<file path="src/hdl/uwbrfp_pkg.sv">
// Package for the UWB report frame parser: byte constants, frame kind codes,
// the per-kind field layout and the structs passed between the submodules.
// No dependencies.
package uwbrfp_pkg;

  localparam int MAX_FRAME_BYTES = 64;

  localparam logic [7:0] SYNC_BYTE = 8'h55;

  localparam logic [7:0] LEN_RANGING = 8'h23;
  localparam logic [7:0] TYPE_RANGING = 8'h37;
  localparam logic [7:0] LEN_NEW_TAG = 8'h08;
  localparam logic [7:0] TYPE_NEW_TAG = 8'h36;
  localparam logic [7:0] LEN_ADD_TAG = 8'h11;
  localparam logic [7:0] TYPE_ADD_TAG = 8'h20;
  localparam logic [7:0] LEN_DEL_TAG = 8'h08;
  localparam logic [7:0] TYPE_DEL_TAG = 8'h21;

  localparam logic [1:0] KIND_RANGING = 2'd0;
  localparam logic [1:0] KIND_NEW_TAG = 2'd1;
  localparam logic [1:0] KIND_ADD_TAG = 2'd2;
  localparam logic [1:0] KIND_DEL_TAG = 2'd3;

  // Position of the first payload byte within a frame.
  localparam logic [5:0] PAYLOAD_START = 6'd3;

  localparam logic STATUS_FIELD = 1'b0;
  localparam logic STATUS_CSUM_ERR = 1'b1;

  // Store write request from the framer.
  typedef struct packed {
    logic       en;
    logic [5:0] addr;
    logic [7:0] data;
  } store_wr_t;

  // Frame completion event, raised when the checksum byte is taken.
  typedef struct packed {
    logic       valid;
    logic       good;
    logic [1:0] kind;
    logic [7:0] plen;
  } frame_done_t;

  // Status of the drain side, used by the framer to stall input.
  typedef struct packed {
    logic busy;
    logic out_block;
  } drain_stat_t;

  // Number of decoded fields for a frame kind.
  function automatic logic [3:0] field_count(input logic [1:0] kind);
    logic [3:0] n;
    case (kind)
      KIND_RANGING: n = 4'd12;
      KIND_NEW_TAG: n = 4'd1;
      KIND_ADD_TAG: n = 4'd6;
      default:      n = 4'd1;
    endcase
    return n;
  endfunction

  // Byte size of one field. Fields are contiguous from the first payload
  // byte on, so only sizes are needed.
  function automatic logic [3:0] field_size(input logic [1:0] kind,
                                            input logic [3:0] idx);
    logic [3:0] s;
    s = 4'd1;
    case (kind)
      KIND_RANGING: begin
        case (idx)
          4'd0:                        s = 4'd2;
          4'd1:                        s = 4'd1;
          4'd2, 4'd3, 4'd4, 4'd5,
          4'd6, 4'd7:                  s = 4'd4;
          default:                     s = 4'd2;
        endcase
      end
      KIND_ADD_TAG: begin
        case (idx)
          4'd1:    s = 4'd8;
          4'd5:    s = 4'd1;
          default: s = 4'd2;
        endcase
      end
      default: s = 4'd8;
    endcase
    return s;
  endfunction

endpackage

</file>
<file path="src/hdl/uwbrfp_framer.sv">
// Byte framer of the UWB report frame parser: sync hunt, pair check,
// running checksum and store writes. Depends on uwbrfp_pkg.
module uwbrfp_framer (
  input  logic                      clk,
  input  logic                      rst,
  input  logic                      in_valid,
  output logic                      in_stall,
  input  logic [7:0]                rx_byte,
  input  uwbrfp_pkg::drain_stat_t   stat,
  output uwbrfp_pkg::store_wr_t     wr,
  output uwbrfp_pkg::frame_done_t   done
);

  logic [5:0] byte_position;
  logic [7:0] payload_length;
  logic [1:0] kind_seen;
  logic [7:0] running_sum;

  logic       accept;
  logic       is_chk;
  logic       pair_ok;
  logic [1:0] pair_kind;
  logic [7:0] sum_next;

  // The checksum byte sits right after the payload.
  assign is_chk = (byte_position >= uwbrfp_pkg::PAYLOAD_START) &&
                  ({3'b000, byte_position} >= ({1'b0, payload_length} + 9'd3));

  // A checksum byte makes a result, so it waits for a free output register.
  assign in_stall = stat.busy | (is_chk & stat.out_block);
  assign accept = in_valid & ~in_stall;
  assign sum_next = running_sum + rx_byte;

  always_comb begin
    pair_ok = 1'b1;
    pair_kind = uwbrfp_pkg::KIND_RANGING;
    if (payload_length == uwbrfp_pkg::LEN_RANGING && rx_byte == uwbrfp_pkg::TYPE_RANGING) begin
      pair_kind = uwbrfp_pkg::KIND_RANGING;
    end else if (payload_length == uwbrfp_pkg::LEN_NEW_TAG &&
                 rx_byte == uwbrfp_pkg::TYPE_NEW_TAG) begin
      pair_kind = uwbrfp_pkg::KIND_NEW_TAG;
    end else if (payload_length == uwbrfp_pkg::LEN_ADD_TAG &&
                 rx_byte == uwbrfp_pkg::TYPE_ADD_TAG) begin
      pair_kind = uwbrfp_pkg::KIND_ADD_TAG;
    end else if (payload_length == uwbrfp_pkg::LEN_DEL_TAG &&
                 rx_byte == uwbrfp_pkg::TYPE_DEL_TAG) begin
      pair_kind = uwbrfp_pkg::KIND_DEL_TAG;
    end else begin
      pair_ok = 1'b0;
    end
  end

  always_comb begin
    wr.en = accept & ~is_chk &
            ((byte_position != 6'd0) | (rx_byte == uwbrfp_pkg::SYNC_BYTE));
    wr.addr = byte_position;
    wr.data = rx_byte;
    done.valid = accept & is_chk;
    done.good = (rx_byte == running_sum);
    done.kind = kind_seen;
    done.plen = payload_length;
  end

  always_ff @(posedge clk) begin
    if (rst) begin
      byte_position <= 6'd0;
      payload_length <= 8'd0;
      kind_seen <= 2'd0;
      running_sum <= 8'd0;
    end else if (accept) begin
      if (byte_position == 6'd0) begin
        if (rx_byte == uwbrfp_pkg::SYNC_BYTE) begin
          running_sum <= rx_byte;
          byte_position <= 6'd1;
        end
      end else if (byte_position == 6'd1) begin
        payload_length <= rx_byte;
        running_sum <= sum_next;
        byte_position <= 6'd2;
      end else if (byte_position == 6'd2) begin
        if (pair_ok) begin
          kind_seen <= pair_kind;
          running_sum <= sum_next;
          byte_position <= 6'd3;
        end else begin
          byte_position <= 6'd0;
        end
      end else if (!is_chk) begin
        running_sum <= sum_next;
        byte_position <= byte_position + 6'd1;
      end else begin
        byte_position <= 6'd0;
      end
    end
  end

endmodule

</file>
<file path="src/hdl/uwbrfp_store.sv">
// Frame byte store of the UWB report frame parser: one write port and one
// registered read port. Depends on uwbrfp_pkg.
module uwbrfp_store #(
  parameter int MAX_FRAME_BYTES = uwbrfp_pkg::MAX_FRAME_BYTES
) (
  input  logic                  clk,
  input  uwbrfp_pkg::store_wr_t wr,
  input  logic                  rd_en,
  input  logic [5:0]            rd_addr,
  output logic [7:0]            rd_data
);

  localparam int AW = $clog2(MAX_FRAME_BYTES);

  logic [7:0] frame_store [MAX_FRAME_BYTES];

  always_ff @(posedge clk) begin
    if (wr.en) begin
      frame_store[AW'(wr.addr)] <= wr.data;
    end
    if (rd_en) begin
      rd_data <= frame_store[AW'(rd_addr)];
    end
  end

endmodule

</file>
<file path="src/hdl/uwbrfp_drain.sv">
// Field drain of the UWB report frame parser: reads the payload back byte
// by byte, assembles fields and holds the result register.
// Depends on uwbrfp_pkg.
module uwbrfp_drain (
  input  logic                    clk,
  input  logic                    rst,
  input  uwbrfp_pkg::frame_done_t done,
  output uwbrfp_pkg::drain_stat_t stat,
  output logic                    rd_en,
  output logic [5:0]              rd_addr,
  input  logic [7:0]              rd_data,
  output logic                    out_valid,
  input  logic                    out_stall,
  output logic                    status,
  output logic [1:0]              frame_kind,
  output logic [3:0]              field_id,
  output logic [63:0]             field_value,
  output logic                    last_of_frame
);

  logic        busy;
  logic        rd_valid;
  logic [5:0]  end_addr;
  logic [1:0]  kind;
  logic [3:0]  fidx;
  logic [2:0]  bidx;
  logic [63:0] acc;

  logic [3:0]  fsize;
  logic        last_byte;
  logic        last_field;
  logic        out_free;
  logic        consume;
  logic        adv;
  logic        issue_more;
  logic [63:0] base;
  logic [63:0] acc_next;
  logic [8:0]  end_wide;

  assign fsize = uwbrfp_pkg::field_size(kind, fidx);
  assign last_byte = ({1'b0, bidx} + 4'd1) == fsize;
  assign last_field = (fidx + 4'd1) == uwbrfp_pkg::field_count(kind);
  assign out_free = ~out_valid | ~out_stall;
  assign consume = rd_valid & (~last_byte | out_free);
  assign adv = ~rd_valid | consume;
  assign issue_more = busy & (rd_addr != end_addr);
  assign rd_en = issue_more & adv;
  assign end_wide = {1'b0, done.plen} + 9'd3;

  // Ranging fields are little-endian, tag fields big-endian.
  assign base = (bidx == 3'd0) ? 64'd0 : acc;
  assign acc_next = (kind == uwbrfp_pkg::KIND_RANGING) ?
                    (base | ({56'd0, rd_data} << {bidx, 3'b000})) :
                    {base[55:0], rd_data};

  assign stat.busy = busy;
  assign stat.out_block = out_valid & out_stall;

  always_ff @(posedge clk) begin
    if (rst) begin
      busy <= 1'b0;
      rd_valid <= 1'b0;
      out_valid <= 1'b0;
    end else begin
      if (done.valid && done.good) begin
        busy <= 1'b1;
        rd_valid <= 1'b0;
      end else begin
        if (adv) begin
          rd_valid <= rd_en;
        end
        if (consume && last_byte && last_field) begin
          busy <= 1'b0;
        end
      end
      if ((consume && last_byte) || (done.valid && !done.good)) begin
        out_valid <= 1'b1;
      end else if (!out_stall) begin
        out_valid <= 1'b0;
      end
    end
  end

  always_ff @(posedge clk) begin
    if (done.valid && done.good) begin
      rd_addr <= uwbrfp_pkg::PAYLOAD_START;
      end_addr <= end_wide[5:0];
      kind <= done.kind;
      fidx <= 4'd0;
      bidx <= 3'd0;
    end else begin
      if (rd_en) begin
        rd_addr <= rd_addr + 6'd1;
      end
      if (consume) begin
        if (last_byte) begin
          bidx <= 3'd0;
          fidx <= fidx + 4'd1;
        end else begin
          bidx <= bidx + 3'd1;
          acc <= acc_next;
        end
      end
    end
    if (done.valid && !done.good) begin
      status <= uwbrfp_pkg::STATUS_CSUM_ERR;
      frame_kind <= done.kind;
      field_id <= 4'd0;
      field_value <= 64'd0;
      last_of_frame <= 1'b1;
    end else if (consume && last_byte) begin
      status <= uwbrfp_pkg::STATUS_FIELD;
      frame_kind <= kind;
      field_id <= fidx;
      field_value <= acc_next;
      last_of_frame <= last_field;
    end
  end

endmodule

</file>
<file path="src/hdl/uwb_report_frame_parser_unit.sv">
// Top level of the UWB report frame parser: framer, frame store and field
// drain. Depends on uwbrfp_pkg, uwbrfp_framer, uwbrfp_store, uwbrfp_drain.
//
//   Channel  Valid      Stall      Payload
//   input    in_valid   in_stall   rx_byte
//   output   out_valid  out_stall  status, frame_kind, field_id,
//                                  field_value, last_of_frame
//
// Bytes are taken one per cycle, back to back, while a frame is received and the drain is idle.
// After a good checksum the payload is read back from the store one byte per
// cycle while the output is not stalled, and the input stalls until the
// last field has been taken. The single store read port sets this
// pace.
// A checksum byte is stalled only while the result register is still full.
// Reset is synchronous; it returns the block to sync hunting and empties the
// result register. The store needs no clearing pass.
module uwb_report_frame_parser_unit #(
  parameter int MAX_FRAME_BYTES = uwbrfp_pkg::MAX_FRAME_BYTES
) (
  input  logic        clk,
  input  logic        rst,
  input  logic        in_valid,
  output logic        in_stall,
  input  logic [7:0]  rx_byte,
  output logic        out_valid,
  input  logic        out_stall,
  output logic        status,
  output logic [1:0]  frame_kind,
  output logic [3:0]  field_id,
  output logic [63:0] field_value,
  output logic        last_of_frame
);

  uwbrfp_pkg::drain_stat_t stat;
  uwbrfp_pkg::store_wr_t   wr;
  uwbrfp_pkg::frame_done_t done;

  logic       rd_en;
  logic [5:0] rd_addr;
  logic [7:0] rd_data;

  // The framer tracks the byte position and the checksum of the frame and
  // writes every frame byte but the checksum into the store at its position.
  uwbrfp_framer u_framer (
    .clk      (clk),
    .rst      (rst),
    .in_valid (in_valid),
    .in_stall (in_stall),
    .rx_byte  (rx_byte),
    .stat     (stat),
    .wr       (wr),
    .done     (done)
  );

  uwbrfp_store #(
    .MAX_FRAME_BYTES (MAX_FRAME_BYTES)
  ) u_store (
    .clk     (clk),
    .wr      (wr),
    .rd_en   (rd_en),
    .rd_addr (rd_addr),
    .rd_data (rd_data)
  );

  // The drain turns a good frame into one request per field, or a bad
  // checksum into a single error request.
  uwbrfp_drain u_drain (
    .clk           (clk),
    .rst           (rst),
    .done          (done),
    .stat          (stat),
    .rd_en         (rd_en),
    .rd_addr       (rd_addr),
    .rd_data       (rd_data),
    .out_valid     (out_valid),
    .out_stall     (out_stall),
    .status        (status),
    .frame_kind    (frame_kind),
    .field_id      (field_id),
    .field_value   (field_value),
    .last_of_frame (last_of_frame)
  );

endmodule

</file>
<file path="config.mk">
export PLATFORM = sky130hd
export DESIGN_NAME = uwb_report_frame_parser_unit
export DESIGN_NICKNAME = d
export VERILOG_FILES = /design/src/hdl/uwbrfp_pkg.sv /design/src/hdl/uwbrfp_framer.sv /design/src/hdl/uwbrfp_store.sv /design/src/hdl/uwbrfp_drain.sv /design/src/hdl/uwb_report_frame_parser_unit.sv
export SDC_FILE = /design/constraint.sdc
export NUM_CORES = 1
export LEC_CHECK = 0
export ABC_AREA = 0
export BUFFER_PORTS_ARGS = -buffer_cell sky130_fd_sc_hd__buf_2
export CAP_MARGIN = 0
export CORE_MARGIN = 2
export CORE_UTILIZATION = 60
export DETAILED_ROUTE_END_ITERATION = 8
export PLACE_DENSITY = 0.74
export SLEW_MARGIN = 20
export SYNTH_ARGS = -nofsm -noshare
export SYNTH_HDL_FRONTEND = slang
export SYNTH_SLANG_ARGS = --single-unit
</file>
<file path="constraint.sdc">
create_clock -name clk -period 9.9 [get_ports clk]
set_input_delay 2.475 -clock clk [delete_from_list [all_inputs] [get_ports clk]]
set_output_delay 2.475 -clock clk [all_outputs]
set_load 0.02 [all_outputs]
</file>
==> results by group <==
GRT
  – Largest net degree at the start of global routing: 80
  – Grt ovf: 0
  – Gr usage total: 0.281
  – Initial antenna violation count: 2
  – Vias in the first global route: between 15000 and 20000
  – First-pass GRT wire length: 104000 um

Route
  – WL/cell: 26.9 um
  – TritonRoute pass-1 iters: 9
  – Post-DR vias/cell: between 6 and 7
  – DR iter-0 viols: between 1500 and 2000
  – DRT antenna net count: 0
  – Routed vias: approximately 17000
  – WL final: approximately 68000 um
  – Post-route DRC: 0

Clocking
  – Number of CTS-inserted buffers: 71
  – Clk slew on worst S/H paths: about 60 ps
  – Clk sinks: 707
  – Post-CTS Hold Buffers: 0
  – Clk_lat worst skew: approximately 620 ps
  – Root Driver: clkbuf_16
  – # H-tree levels: 3
  – Post-CTS Resized: 0
  – Clock buffer depth: 3
  – Postcts setup bufs: 0
  – CTS tree: done

STA
  – Final worst path period share: 0.617
  – Final Hold Vio Count: 0
  – # setup viols final: 0
  – RSZ-0062 raised after global routing: no
  – Fin crit period: a little over 6000 ps
  – Layout Skew: between 30 and 40 ps
  – FMAX: ~0.16 GHz
  – Worst slew pin tran: ~1100 ps
  – Max-slew violations: 0
  – Final hold slack: 442 ps
  – Max-slew headroom: 0.259
  – Final setup TNS: 0 ps

Setup path
  – Worst R2R End: u_store.frame_store[46][3]
  – Worst r2r path cells: 10
  – Crit path buf inv count: 3
  – Nature of the critical path endpoint: primary output
  – Critical-path top delay cell: a2111oi_0
  – Top delay family on crit path: compound AO/OA/AOI/OAI gates
  – WP data arrival: between 3000 and 4000 ps
  – Critical path class: flip-flop to primary output
  – CP cell instances: inv_1 > ha_1 > xnor2_1 > inv_1 > ha_1 > a2111oi_0 > o31a_1 > nor3_4 > or2_2 > buf_2
  – Reg2reg setup slack: ~5000 ps
  – Worst endpoint required time: roughly 7400 ps
  – CP startpoint kind: flip-flop
  – RR Startpoint: u_framer.payload_length[0]
  – Critical Path Max Stage Delay: between 500 and 600 ps
  – CP Max Fanout: 7

Floorplan
  – Top Ports: 86
  – Initial core utilization: 0.608
  – Die ar.: about 50000 sq um
  – Core box area: 47700 sq um
  – Die Span X: 224 um
  – Chip Height: 224 um
  – Row cnt: 80

Power
  – Leak: 10.7 nW
  – PwrDens: approximately 190 nW/um^2
  – VDD IR max: ~0.25 mV

Synthesis
  – Yosys top cell by area: edfxtp_1
  – Cells after synthesis: approximately 1800
  – Ys async rst share: 0
  – Synth top cells by count: edfxtp_1, nor2_1, mux4_2, dfxtp_1, nand2_1
  – Count leader, synth: edfxtp_1
  – Syn nets: around 1800
  – Synth top area share: 0.615
  – Synth warn: 0
  – Post-synthesis sequential element count: a little over 700
  – EDFF count, synth: between 500 and 600
  – Top post-synthesis cells by area: edfxtp_1, mux4_2, dfxtp_1, nor2_1, nand2_1
  – Netlist cell types: 80
  – Synth Flop Type: edfxtp_1
  – Synth Area per Inst: roughly 16 sq um
  – Syn Std Cell Area: slightly below 30000 sq um
  – Seq/Total Area, Yosys: 0.693

Placed design
  – Placed Cells: ~2400
  – Post-DP HPWL: between 40000 and 50000 um
  – IO buf count: between 80 and 90
  – Gp weighted congestion: 0.870

Layout
  – Area grow syn2layout: 11.1%
  – Final Non-Filler Cells: 2550
  – Layout fillers: roughly 3200
  – Footprint of the multi-input gates: between 8000 and 9000 sq um
  – Nets@finish: between 1500 and 2000
  – Share of cells above drive strength 1: 0.210
  – Sequential Area: between 20000 and 25000 sq um
  – N_diodes: 0

Hold path
  – WHS Endpoint: u_drain.status
  – Min-delay src: u_drain.status
  – Hold Crit Class: flip-flop to flip-flop
  – Hold Path Cell Cnt: 1

Run status
  – Outcome: finished clean

Job
  – Max-cap violations: 0
[stage by stage]
stage / util / setup slack [ps] / instance area (sq um) / power [W]
finish: 0.675 / 3790 / 32200 / 0.00599
global route: 0.675 / 3500 / 32200 / 0.00614
floorplan: - / 4320 / 29000 / 0.00333
global placement: 0.627 / 3520 / 29900 / 0.00339
detailed placement: 0.627 / 3480 / 29900 / 0.00339
CTS: 0.675 / 3760 / 32200 / 0.00602
[cells in the final DEF (no fill, tap or decap), types with 15 or more instances in the layout]
cell type	count
mux4_2	168
clkinv_1	17
nor2_1	218
dfxtp_1	110
a21oi_1	33
edfxtp_1	594
ha_1	25
buf_4	22
nand2_1	113
inv_1	24
o21ai_0	67
clkbuf_1	15
nor3_1	65
a32oi_1	32
nand3_1	19
clkbuf_16	73
a22oi_1	25
buf_2	85
[state kept, by name, summed over array words and instances (netlist names), 2 cells and up, named ones only]
name,cells
u_drain.fidx,4
u_drain.bidx,3
u_store.frame_store,512
u_store.rd_data,8
u_drain.field_id,4
u_framer.payload_length,8
u_drain.end_addr,6
u_drain.kind,2
u_framer.running_sum,8
u_drain.rd_addr,6
u_drain.field_value,64
u_framer.kind_seen,2
u_drain.acc,64
u_drain.frame_kind,2
u_framer.byte_position,6
[worst max-delay path by stage]
stage	start	endpoint	slack (ps)	cells past startpoint
after global routing	u_framer.payload_length[0]	in_stall	3500	10
final	u_framer.payload_length[0]	in_stall	3790	10
after floorplan	out_stall	in_stall	4320	3
after CTS	u_framer.payload_length[0]	in_stall	3760	10
after global placement	rx_byte[6]	u_store.frame_store[6][3]	3520	8
after detailed placement	rx_byte[6]	u_store.frame_store[62][6]	3480	8
[final cells by class]
type                            count  area share
Tap cell                          615      0.0239
Timing Repair Buffer              108      0.0187
Clock buffer                       94      0.0610
Inverter                           28     0.00326
Sequential cell                   707       0.624
Clock inverter                     36      0.0104
Multi-Input combinational cell    962       0.259
[worst register-to-register path, cell delays in order (launching register included)]
cell       delay [ps]
dfxtp_1           470
inv_1             130
ha_1              330
xnor2_1           250
inv_1              70
ha_1              190
a2111oi_0         580
o31ai_1           270
a21oi_1           380
nand4_1           820
nor2_1            990
[per-layer routing]
layer | GRT usage | routed length (um) | up-vias | part of all wire
li1 | - | - | 7218 | -
met4 | 0.0890 | 2180 | 2 | 0.032
met2 | 0.470 | 34500 | 844 | 0.50
met1 | 0.380 | 26700 | 8622 | 0.39
met3 | 0.0509 | 5130 | 129 | 0.075
met5 | 0 | 16 | - | 0.00023
[power breakdown]
part / leakage (nW) / switching (W) / total, W / internal, W
Sequential: 6.25 / 0.00000287 / 0.00322 / 0.00322
Clock: 1.12 / 0.00110 / 0.00266 / 0.00156
Combinational: 3.30 / 0.0000821 / 0.000107 / 0.0000247
Total: 10.7 / 0.00119 / 0.00599 / 0.00480
[kinds of logic after synthesis]
family          after synthesis  share of synthesized area
mux                         185                      0.136
simple gates                503                     0.0793
buf+inv                     141                     0.0201
fa+ha+maj                    26                     0.0115
flops                       707                      0.693
xor+xnor                     21                    0.00634
compound gates              227                     0.0535
Note: power is estimated with default switching activity, not from simulation.
